File: src/vdm_pkg.sv
// package: payload structs, status codes and controller/datapath command types
`timescale 1ns / 1ps
package vdm_pkg;

  localparam int unsigned DataW = 32;

  typedef enum logic [1:0] {
    STATUS_OK    = 2'd0,
    STATUS_EQUAL = 2'd1,
    STATUS_SAT   = 2'd2
  } status_e;

  typedef struct packed {
    logic signed [31:0] node_value;
    logic signed [31:0] value_real;
    logic signed [31:0] value_imag;
  } in_beat_t;

  typedef struct packed {
    logic signed [31:0] coef_real;
    logic signed [31:0] coef_imag;
    logic [3:0]         coef_index;
    logic               last;
    logic [1:0]         status;
  } out_beat_t;

  // datapath operations issued by the controller
  typedef enum logic [2:0] {
    OP_NONE  = 3'd0,
    OP_LOAD  = 3'd1,
    OP_CMP   = 3'd2,
    OP_DIV   = 3'd3,
    OP_MUL   = 3'd4,
    OP_CLEAR = 3'd5
  } op_e;

  typedef struct packed {
    op_e        op;
    logic [3:0] idx_a;   // destination / first operand index
    logic [3:0] idx_b;   // second operand index
    logic [3:0] idx_x;   // node index
    logic       start;   // pulse: begin op
  } cmd_t;

  typedef struct packed {
    logic done;          // op finished
    logic equal;         // compare found equal nodes
  } sts_t;

endpackage

File: src/vdm_ctrl.sv
// controller: load, compare, divided differences, nested update, emission
`timescale 1ns / 1ps
module vdm_ctrl import vdm_pkg::*; #(
  parameter int unsigned Order = 3
) (
  input  logic       clk_i,
  input  logic       rst_ni,
  input  logic       in_valid_i,
  output logic       in_stall_o,
  output logic       out_valid_o,
  input  logic       out_stall_i,
  output logic [3:0] out_idx_o,
  output logic       out_last_o,
  output logic [1:0] out_status_o,
  output cmd_t       cmd_o,
  input  sts_t       sts_i,
  input  logic       sat_i,
  output logic [3:0] rd_idx_o
);

  typedef enum logic [2:0] {
    S_LOAD, S_CMP, S_DIV, S_MUL, S_EMIT, S_WAIT
  } state_e;

  localparam logic [3:0] Last = 4'(Order - 1);

  state_e     state_q, ret_q;
  logic [3:0] cnt_q, i_q, j_q, k_q;
  logic       start_q, valid_q;
  op_e        op_q;
  logic [1:0] st_q;

  assign in_stall_o   = (state_q != S_LOAD);
  assign out_valid_o  = valid_q;
  assign out_idx_o    = i_q;
  assign out_last_o   = (i_q == Last);
  assign out_status_o = st_q;
  assign rd_idx_o     = i_q;
  assign cmd_o.op     = op_q;
  assign cmd_o.idx_a  = i_q;
  assign cmd_o.idx_b  = (op_q == OP_MUL) ? 4'(i_q + 4'd1) :
                        (op_q == OP_DIV) ? 4'(i_q - k_q - 4'd1) : j_q;
  assign cmd_o.idx_x  = k_q;
  assign cmd_o.start  = start_q;

  always_ff @(posedge clk_i or negedge rst_ni) begin
    if (!rst_ni) begin
      state_q <= S_LOAD; ret_q <= S_LOAD; cnt_q <= '0; i_q <= '0; j_q <= '0;
      k_q <= '0; start_q <= 1'b0; valid_q <= 1'b0; op_q <= OP_NONE; st_q <= STATUS_OK;
    end else begin
      start_q <= 1'b0;
      unique case (state_q)
        S_LOAD: begin
          op_q <= OP_LOAD;
          if (in_valid_i) begin
            i_q <= cnt_q; start_q <= 1'b1;
            if (cnt_q == Last) begin
              cnt_q <= '0; state_q <= S_WAIT; ret_q <= S_CMP;
            end else begin
              cnt_q <= cnt_q + 4'd1;
            end
          end
        end
        // one compare per node pair, after the load beat settles
        S_WAIT: begin
          if (!start_q) begin
            state_q <= ret_q;
            if (ret_q == S_CMP) begin
              op_q <= OP_CLEAR; start_q <= 1'b1;
              i_q <= 4'd1; j_q <= 4'd0;
            end
          end
        end
        S_CMP: begin
          if (op_q == OP_CLEAR && sts_i.done) begin
            op_q <= OP_CMP; start_q <= 1'b1;
          end else if (op_q == OP_CMP && sts_i.done) begin
            if (j_q + 4'd1 < i_q) begin
              j_q <= j_q + 4'd1; start_q <= 1'b1;
            end else if (i_q < Last) begin
              i_q <= i_q + 4'd1; j_q <= '0; start_q <= 1'b1;
            end else if (sts_i.equal) begin
              st_q <= STATUS_EQUAL; i_q <= '0; valid_q <= 1'b1; state_q <= S_EMIT;
            end else begin
              op_q <= OP_DIV; k_q <= '0; i_q <= Last; start_q <= 1'b1; state_q <= S_DIV;
            end
          end
        end
        // divided differences: k up, i down to k+1
        S_DIV: begin
          if (sts_i.done) begin
            if (i_q > k_q + 4'd1) begin
              i_q <= i_q - 4'd1; start_q <= 1'b1;
            end else if (k_q + 4'd1 < Last) begin
              k_q <= k_q + 4'd1; i_q <= Last; start_q <= 1'b1;
            end else begin
              op_q <= OP_MUL; k_q <= Last - 4'd1; i_q <= Last - 4'd1;
              start_q <= 1'b1; state_q <= S_MUL;
            end
          end
        end
        // nested update: k down, i from k up to Order-2
        S_MUL: begin
          if (sts_i.done) begin
            if (i_q + 4'd1 < Last) begin
              i_q <= i_q + 4'd1; start_q <= 1'b1;
            end else if (k_q != 4'd0) begin
              k_q <= k_q - 4'd1; i_q <= k_q - 4'd1; start_q <= 1'b1;
            end else begin
              st_q <= sat_i ? STATUS_SAT : STATUS_OK;
              op_q <= OP_NONE; i_q <= '0; valid_q <= 1'b1; state_q <= S_EMIT;
            end
          end
        end
        S_EMIT: begin
          if (!out_stall_i) begin
            if (i_q == Last) begin
              valid_q <= 1'b0; i_q <= '0; state_q <= S_LOAD; op_q <= OP_LOAD;
            end else begin
              i_q <= i_q + 4'd1;
            end
          end
        end
        default: state_q <= S_LOAD;
      endcase
    end
  end

endmodule

File: config.mk
export PLATFORM = sky130hd
export DESIGN_NAME = vdm_ctrl
export DESIGN_NICKNAME = d
export VERILOG_FILES = /design/src/vdm_pkg.sv /design/src/vdm_ctrl.sv
export SDC_FILE = /design/constraint.sdc
export NUM_CORES = 1
export LEC_CHECK = 0
export BUFFER_PORTS_ARGS = -buffer_cell sky130_fd_sc_hd__buf_2
export CAP_MARGIN = 40
export CORE_MARGIN = 1
export CORE_UTILIZATION = 63
export DETAILED_ROUTE_END_ITERATION = 7
export MAX_ROUTING_LAYER = met4
export PLACE_DENSITY = 0.88
export SYNTH_ARGS = -nofsm -noshare
export SYNTH_HDL_FRONTEND = slang
export SYNTH_SLANG_ARGS = --single-unit
File: constraint.sdc
create_clock -name clk_i -period 7 [get_ports clk_i]
set_clock_uncertainty 0.2 [all_clocks]
set_input_delay 0.7 -clock clk_i [delete_from_list [all_inputs] [get_ports clk_i]]
set_output_delay 0.7 -clock clk_i [all_outputs]
set_load 0.02 [all_outputs]
# After elaboration in Yosys (flattened, before gate mapping)
# Cells that the tools add are included.
# Widths: inputs -> output; s select.
# word_totals
reg_bits	27
in_bits	7
elab_cells	183
# op_classes
n_addsub	8
n_lt_le_gt_ge	5
n_eq_ne	35
muxes	106
n_reduce_logical	19
# ops
op	n
$mux 4	34
$mux 3	31
$ne 2x2->1 const B	19
$pmux 3 s6	2
$reduce_and 15->1	2
$pmux 4 s6	1
$mux 1	22
$mux 2	11
$reduce_and 11->1	2
$add 4x1->4 const B	4
$ne 3x3->1 const B	5
$eq 3x2->1 const B	4
$eq 3x3->1 const B	4
$lt 4x2->1 const B	3
$pmux 4 s3	1
$sub 4x1->4 const B	3
$reduce_and 10->1	1
$reduce_and 9->1	1
$reduce_bool 3->1	3
$eq 4x2->1 const B	2
$pmux 4 s2	1
$reduce_and 6->1	1
$reduce_bool 6->1	1
$pmux 1 s5	1
12 further kinds	14

# Logic depth before layout (Yosys ltp)
# Gate-level depths: netlist of run 1.
# logic_depth
depth_word	6
ltp_mapped	10

# Least setup slack after synthesis of run 1
# Ideal clock, no wire load.
# synth_timing
path_type	reg2reg
startpoint	register k_q[0]
endpoint	register k_q[1]
setup_time_ns	0.082
arrival_ns	2.911
slack_ns	3.807
stages_incl_launch_ff	11
path_buffers	0
synth_period_minus_slack_ns	3.193
cell_sequence	dfrtp_1 inv_1 ha_1 inv_1 ha_1 nor2b_1 o211ai_1 a211oi_2 or4b_4 or3_4 o22ai_2
# synth_via
elab_chain_len	6
word_cells_on_any_way	15
cone_classes	2 x add/sub; 2 x order compare; 2 x eq/ne; 7 x mux; 2 x reduce/logical
# synth_rtl
item	line	text
from (decl)	vdm_ctrl.sv:28	logic [3:0] cnt_q, i_q, j_q, k_q;
from (signal assigned)	vdm_ctrl.sv:49	k_q <= '0; start_q <= 1'b0; valid_q <= 1'b0; op_q <= OP_NONE; st_q <= STATUS_OK;
from (signal assigned)	vdm_ctrl.sv:85	op_q <= OP_DIV; k_q <= '0; i_q <= Last; start_q <= 1'b1; state_q <= S_DIV;
from (signal assigned)	vdm_ctrl.sv:95	k_q <= k_q + 4'd1; i_q <= Last; start_q <= 1'b1;
$add 4x1->4	vdm_ctrl.sv:92, vdm_ctrl.sv:94, vdm_ctrl.sv:95	
$lt 4x2->1	vdm_ctrl.sv:94	end else if (k_q + 4'd1 < Last) begin
$mux 4	vdm_ctrl.sv:94	
$mux 4	vdm_ctrl.sv:92	if (i_q > k_q + 4'd1) begin
$mux 4	vdm_ctrl.sv:91	if (sts_i.done) begin
$pmux 4 s3	vdm_ctrl.sv:52	unique case (state_q)
# Several ways; a longest one is shown, not always the timed one. The select of a mux whose other input is x is not followed.
# A chain may end at the register's enable or synchronous reset.

# Worst setup path after layout of run 1
# Same ends and word-level chain as after synthesis.

==> results of run 1 <==
[area by class of cell]
cell class | count | area [um2] | share of cell area (%)
well taps | 48 | 60.1 | 2.21
inverters | 15 | 56.3 | 2.07
repair buffers | 35 | 175 | 6.45
multi-input cells | 242 | 1700 | 62.7
clock buffers | 4 | 45.0 | 1.66
flip-flops and latches | 27 | 676 | 24.9
[registers in the layout, indices dropped and copies added (netlist names)]
register and count:
cnt_q 4, j_q 4, k_q 4, out_idx_o 4
op_q 3, state_q 3, out_status_o 2, out_valid_o 1
ret_q 1, start_q 1
[power by group]
group	switching [mW]	internal [mW]	total, mW
combinational	0.528	0.351	0.880
clock	0.0513	0.0409	0.0923
sequential	0.134	0.204	0.339
total	0.714	0.597	1.31
[metrics by stage]
step,total power [mW],hold WS [ns],setup slack [ns],cell area (um2),instances
2_1_floorplan,1.01,0.204,3.81,2590,310
5_1_grt,1.42,0.272,3.42,2710,371
6_report,1.31,0.235,3.59,2710,371
3_5_place_dp,1.20,0.294,3.65,2670,367
3_3_place_gp,1.17,0.274,3.81,2670,367
4_1_cts,1.30,0.251,3.63,2710,371
[cells by family after synthesis]
| family | Yosys count |
|---|---|
| AND/OR/NAND/NOR | 103 |
| AO/OA/AOI/OAI | 100 |
| buffers and inverters | 41 |
| XOR/XNOR | 15 |
| multiplexers | 6 |
| flip-flops | 27 |
| adder cells (fa/ha/maj) | 18 |
[critical path, stage by stage (launching register included)]
cell and delay [ns]:
dfrtp_1 0.49, inv_1 0.17, ha_1 0.42, inv_1 0.10
ha_1 0.30, nor2b_1 0.13, o211ai_1 0.22, a211oi_2 0.17
or4b_4 0.59, or3_4 0.38, o22ai_2 0.16
[placed cells by master (no fill, tap or decap), types with 3 or more instances in the layout]
| cell type | synthesis | routed |
|---|---|---|
| mux2i_1 | 4 | 4 |
| and3_1 | 4 | 4 |
| nand3_1 | 12 | 12 |
| ha_1 | 17 | 17 |
| nor3_1 | 9 | 9 |
| a21o_1 | 5 | 5 |
| xor2_1 | 3 | 3 |
| o21ai_1 | 5 | 5 |
| nand4_1 | 3 | 3 |
| a21oi_1 | 20 | 20 |
| dfrtp_1 | 27 | 27 |
| inv_1 | 14 | 14 |
| o31ai_1 | 3 | 3 |
| a221oi_1 | 4 | 4 |
| o22ai_1 | 6 | 6 |
| or2_2 | 3 | 3 |
| or3_1 | 5 | 5 |
| o211ai_1 | 6 | 6 |
| nor2b_1 | 6 | 6 |
| a31oi_1 | 5 | 5 |
| nor2_1 | 23 | 23 |
| xnor2_1 | 12 | 12 |
| buf_2 | 8 | 35 |
| and2_1 | 3 | 3 |
| nand2_1 | 17 | 17 |
| nand2b_1 | 6 | 6 |
| clkbuf_8 | 0 | 3 |
| o21ai_0 | 16 | 16 |
[layer usage]
metal,wire length (um),track usage (%),vias up,part of all wire [%]
met5,0,-,-,0
met4,93,9.57,0,1.4
met3,491,5.17,11,7.5
met2,3160,53.4,118,48
met1,2780,43.8,1193,43
li1,-,-,1172,-
[worst max path at each step]
stage / startpoint / end
global route: k_q[0] / k_q[1]
floorplan: k_q[0] / k_q[1]
CTS: k_q[0] / k_q[1]
finish: k_q[0] / k_q[1]
global placement: k_q[0] / k_q[1]
detailed placement: k_q[0] / k_q[1]
==> out/qor.txt, run 1 <==
run status: finished, final reports clean
Fillers: 312
r2r startpoint: k_q[0]
crit path DAT: 3.41 ns
Max FO, Critical Path: 9
via count: 2494
CTS tree: done
first-pass GRT wire length: 10.7 mm
Post-Synth Simple-Gate Area: 22.3%
r2r setup slk: 3.59 ns
largest net degree at the start of global routing: 28
Core Area: 3800 um2
top post-synthesis cells by area: dfrtp_1 26%, ha_1 8.2%, xnor2_1 4.1%, a21oi_1 3.9%, nor2_1 3.3%
fin nets: 349
P_leak: 1.21 nW
Max-slew headroom: 48.2%
period utilization: 48.8%
Mean Syn Cell Area: 8.35 um2
Post-synth EDFFs: 0
Mapped Cells: 310
row count: 22
sequential share of the synthesized area: 26.1%
DRT iter0 DRCs: 273
P per Cell Area: 483 nW/um2
Inserted Clock Buffers: 3
Netlist cell types: 71
Max Clk Rate: 293 MHz
final hold violation count: 0
Synth Area in Adders: 8.99%
CP Launch Type: flop
initial antenna violation count: 0
Synth Area in Compound Gates: 27.0%
Tmin final: 3.41 ns
antenna cell count: 0
H-tree depth: 1
WP data required: 7.00 ns
Post-synth top cells: 27 x dfrtp_1, 23 x nor2_1, 20 x a21oi_1
vias per cell: 6.72
# port buffers: 35
R2R depth: 10
Async S/R FF share, synth: 100%
RePlAce Congestion: 0.972
final core occ: 71.4%
Crit. End Element: flop
Least-Margin Pin Slew: 0.774 ns
top-count cell post-synth: dfrtp_1
Post-DP HPWL: 4.76 mm
clk slew on worst S/H paths: 0.10 ns
Layout area overhead: 4.78%
die height: 66.1 um
starting density of the core: 68.2%
setup violators final: 0
Synth top area share: 26.1%
ys flop type: dfrtp_1
Post-route DRC: 0
post-cts repair resize count: 0
Crit Path Class: flop to flop
setup TNS: 0 ns
maxcap violations: 0
clk buf depth: 2
layout cells sized above 1: 17.0%
Synth Area in XOR/XNOR: 5.07%
Detail Route Antenna Nets: 0
final slew viol count: 0
root buffer cell: clkbuf_8
proportion of synthesized area in mux cells: 2.42%
clock sinks: 27
cts hold-fix bufs: 0
Routed wire per std cell: 17.6 um
GRT Total Usage: 33.4%
drt first pass iters: 5
worst r2r dst: k_q[1]
Synthesized Nets: 335
Die X: 66.1 um
Hold Path Class: input pin to asynchronous set/reset pin
Worst-Skew Late Latency: 0.28 ns
largest area contributor in the synthesized netlist: dfrtp_1
GRT overflow: 0
vias in the first global route: 2299
unrepaired setup endpoints after global routing: no
FF+latch count, synth: 27
die area: 4370 um2
number of top-level pins: 36
Routed WL: 6.52 mm
Ys Warns: 0
# Post-CTS Setup Buffers: 0
mapped cell area: 2590 um2
peak supply drop: 0.280 mV
main combinational cell family by area after synthesis: compound AO/OA/AOI/OAI gates
No activity file was read; power rests on OpenSTA's default activity.
==> run 2, diff against run 1 <==
--- a/config.mk
+++ b/config.mk
@@ -8,10 +8,10 @@
 export BUFFER_PORTS_ARGS = -buffer_cell sky130_fd_sc_hd__buf_2
 export CAP_MARGIN = 40
 export CORE_MARGIN = 1
-export CORE_UTILIZATION = 63
+export CORE_UTILIZATION = 58
 export DETAILED_ROUTE_END_ITERATION = 7
 export MAX_ROUTING_LAYER = met4
-export PLACE_DENSITY = 0.88
+export PLACE_DENSITY = 0.82
 export SYNTH_ARGS = -nofsm -noshare
 export SYNTH_HDL_FRONTEND = slang
 export SYNTH_SLANG_ARGS = --single-unit
==> constraint.sdc (replaced) <==
create_clock -name clk_i -period 3.2 [get_ports clk_i]
set_clock_uncertainty 0.2 [all_clocks]
set_input_delay 0.32 -clock clk_i [delete_from_list [all_inputs] [get_ports clk_i]]
set_output_delay 0.32 -clock clk_i [all_outputs]
set_load 0.02 [all_outputs]
==> out/qor.txt, run 2 (same netlist as run 1, synthesis figures left out) <==
Detail Route Antenna Nets: 0
unrepaired setup endpoints after global routing: no
CTS tree: done
Layout area overhead: 9.95%
# port buffers: 35
combinational share of power: 72.1%
P_sw: 1.60 mW
Routed WL: 6.83 mm
register share of total power: 21.1%
RePlAce Congestion: 0.968
peak supply drop: 0.563 mV
Sw Share: 53.4%
vias per cell: 6.62
run status: finished, final reports clean
Worst-Skew Late Latency: 0.28 ns
Post-route DRC: 0
number of top-level pins: 36
Routed wire per std cell: 17.5 um
R2R depth: 10
root buffer cell: clkbuf_8
Max FO, Critical Path: 6
die area: 4740 um2
Post-DP HPWL: 5.14 mm
Hold Path Class: input pin to flop
FF+latch area: 677 um2
Core Area: 4140 um2
maxcap violations: 0
H-tree depth: 1
starting density of the core: 62.5%
Fillers: 364
hold_ws: 0.108 ns
Inserted Clock Buffers: 3
P_leak: 1.30 nW
setup TNS: 0 ns
fin nets: 366
hold path depth: 3
DRT iter0 DRCs: 224
critical path's slowest cell: or4b_4
setup violators final: 0
internal power: 1.40 mW
WP data required: 3.21 ns
Die X: 68.8 um
crit path buf inv count: 2
Max Clk Rate: 328 MHz
drt first pass iters: 5
first-pass GRT wire length: 10.5 mm
slowest stage delay, CP: 0.59 ns
clk slew on worst S/H paths: 0.10 ns
antenna cell count: 0
P per Cell Area: 1050 nW/um2
total power: 3.00 mW
vias in the first global route: 2144
period utilization: 95.2%
clock sinks: 27
GRT Total Usage: 31.5%
r2r setup slk: 0.15 ns
CP Launch Type: flop
via count: 2581
commonest cells after routing, fill and taps aside: 35 x buf_2, 26 x dfrtp_1, 23 x nor2_1
row count: 23
die height: 68.8 um
Least-Margin Pin Slew: 0.769 ns
crit path DAT: 3.06 ns
clk buf depth: 2
Crit Path Class: flop to flop
layout cells sized above 1: 21.2%
GRT overflow: 0
largest net degree at the start of global routing: 28
initial antenna violation count: 0
crit-path cells: inv_1 > ha_1 > inv_1 > ha_1 > nor2b_1 > o211ai_1 > a211oi_2 > or4b_4 > or3_4 > o22ai_2
CP top delay family: simple AND/OR/NAND/NOR gates
final hold violation count: 0
WP depth: 10
Tmin final: 3.05 ns
Max-slew headroom: 48.0%
area of the multi-input gates: 1700 um2
Crit. End Element: flop
clock power share: 6.8%
most common cell after layout, fill and taps aside: buf_2
final slew viol count: 0
==> run 2: changes by cell type in the layout (fill, tap and decap cells not counted), sizes merged <==
cell,before,now
dlygate4sd3,0,1
buf,35,51
==> run 2: power by group through the flow <==
stage          logic [mW]  registers (mW)  clock network (mW)
3_5_place_dp         2.12           0.634                   0
3_3_place_gp         2.08           0.630                   0
5_1_grt              2.38           0.656               0.222
6_report             2.16           0.633               0.204
2_1_floorplan        1.58           0.641                   0
4_1_cts              2.14           0.627               0.209
==> run 2: metrics by stage <==
step / instances / utilization (%) / worst slack (ns) / instance area, um2
2_1_floorplan: 310 / - / 0.00713 / 2590
3_3_place_gp: 385 / 67.4 / 0.238 / 2790
3_5_place_dp: 385 / 67.4 / 0.148 / 2790
4_1_cts: 390 / 68.7 / 0.121 / 2850
5_1_grt: 390 / 68.7 / 0.00183 / 2850
6_report: 390 / 68.7 / 0.155 / 2850
==> run 2: area by class of cell <==
type	instances	area share (%)
Timing Repair Buffer	52	10.7
Tap cell	50	2.20
Inverter	15	1.98
Multi-Input combinational cell	242	59.8
Clock buffer	4	1.58
Sequential cell	27	23.8
==> run 2: path summary, 6_finish.rpt <==
kind,to,start
worst max-delay path,k_q[1],k_q[0]
worst min-delay path,out_status_o[1],sat_i
worst max register to register,k_q[1],k_q[0]
worst min register to register,out_valid_o,out_valid_o
max in group asynchronous,k_q[1],rst_ni
min in group asynchronous,k_q[0],rst_ni
==> run 2: timing repair <==
action | CTS | global route
hold buffers | 1 | 0
gates resized for setup | 0 | 1
endpoints found under the hold margin | 27 | 0
setup endpoints to repair | 0 | 3
setup buffers | 0 | 0
==> run 2: worst register-to-register path: stages, from the launching register on <==
cell	delay, ns
dfrtp_1	0.39
inv_1	0.17
ha_1	0.29
inv_1	0.08
ha_1	0.23
nor2b_1	0.13
o211ai_1	0.23
a211oi_2	0.16
or4b_4	0.59
or3_4	0.37
o22ai_2	0.14
==> run 2: per-layer routing <==
metal	up-vias	part of all wire, %	GRT usage (%)
met5	-	0	-
met4	0	2.1	9.44
met3	17	7.7	3.29
met2	139	45	49.4
met1	1215	45	42.9
li1	1210	-	-
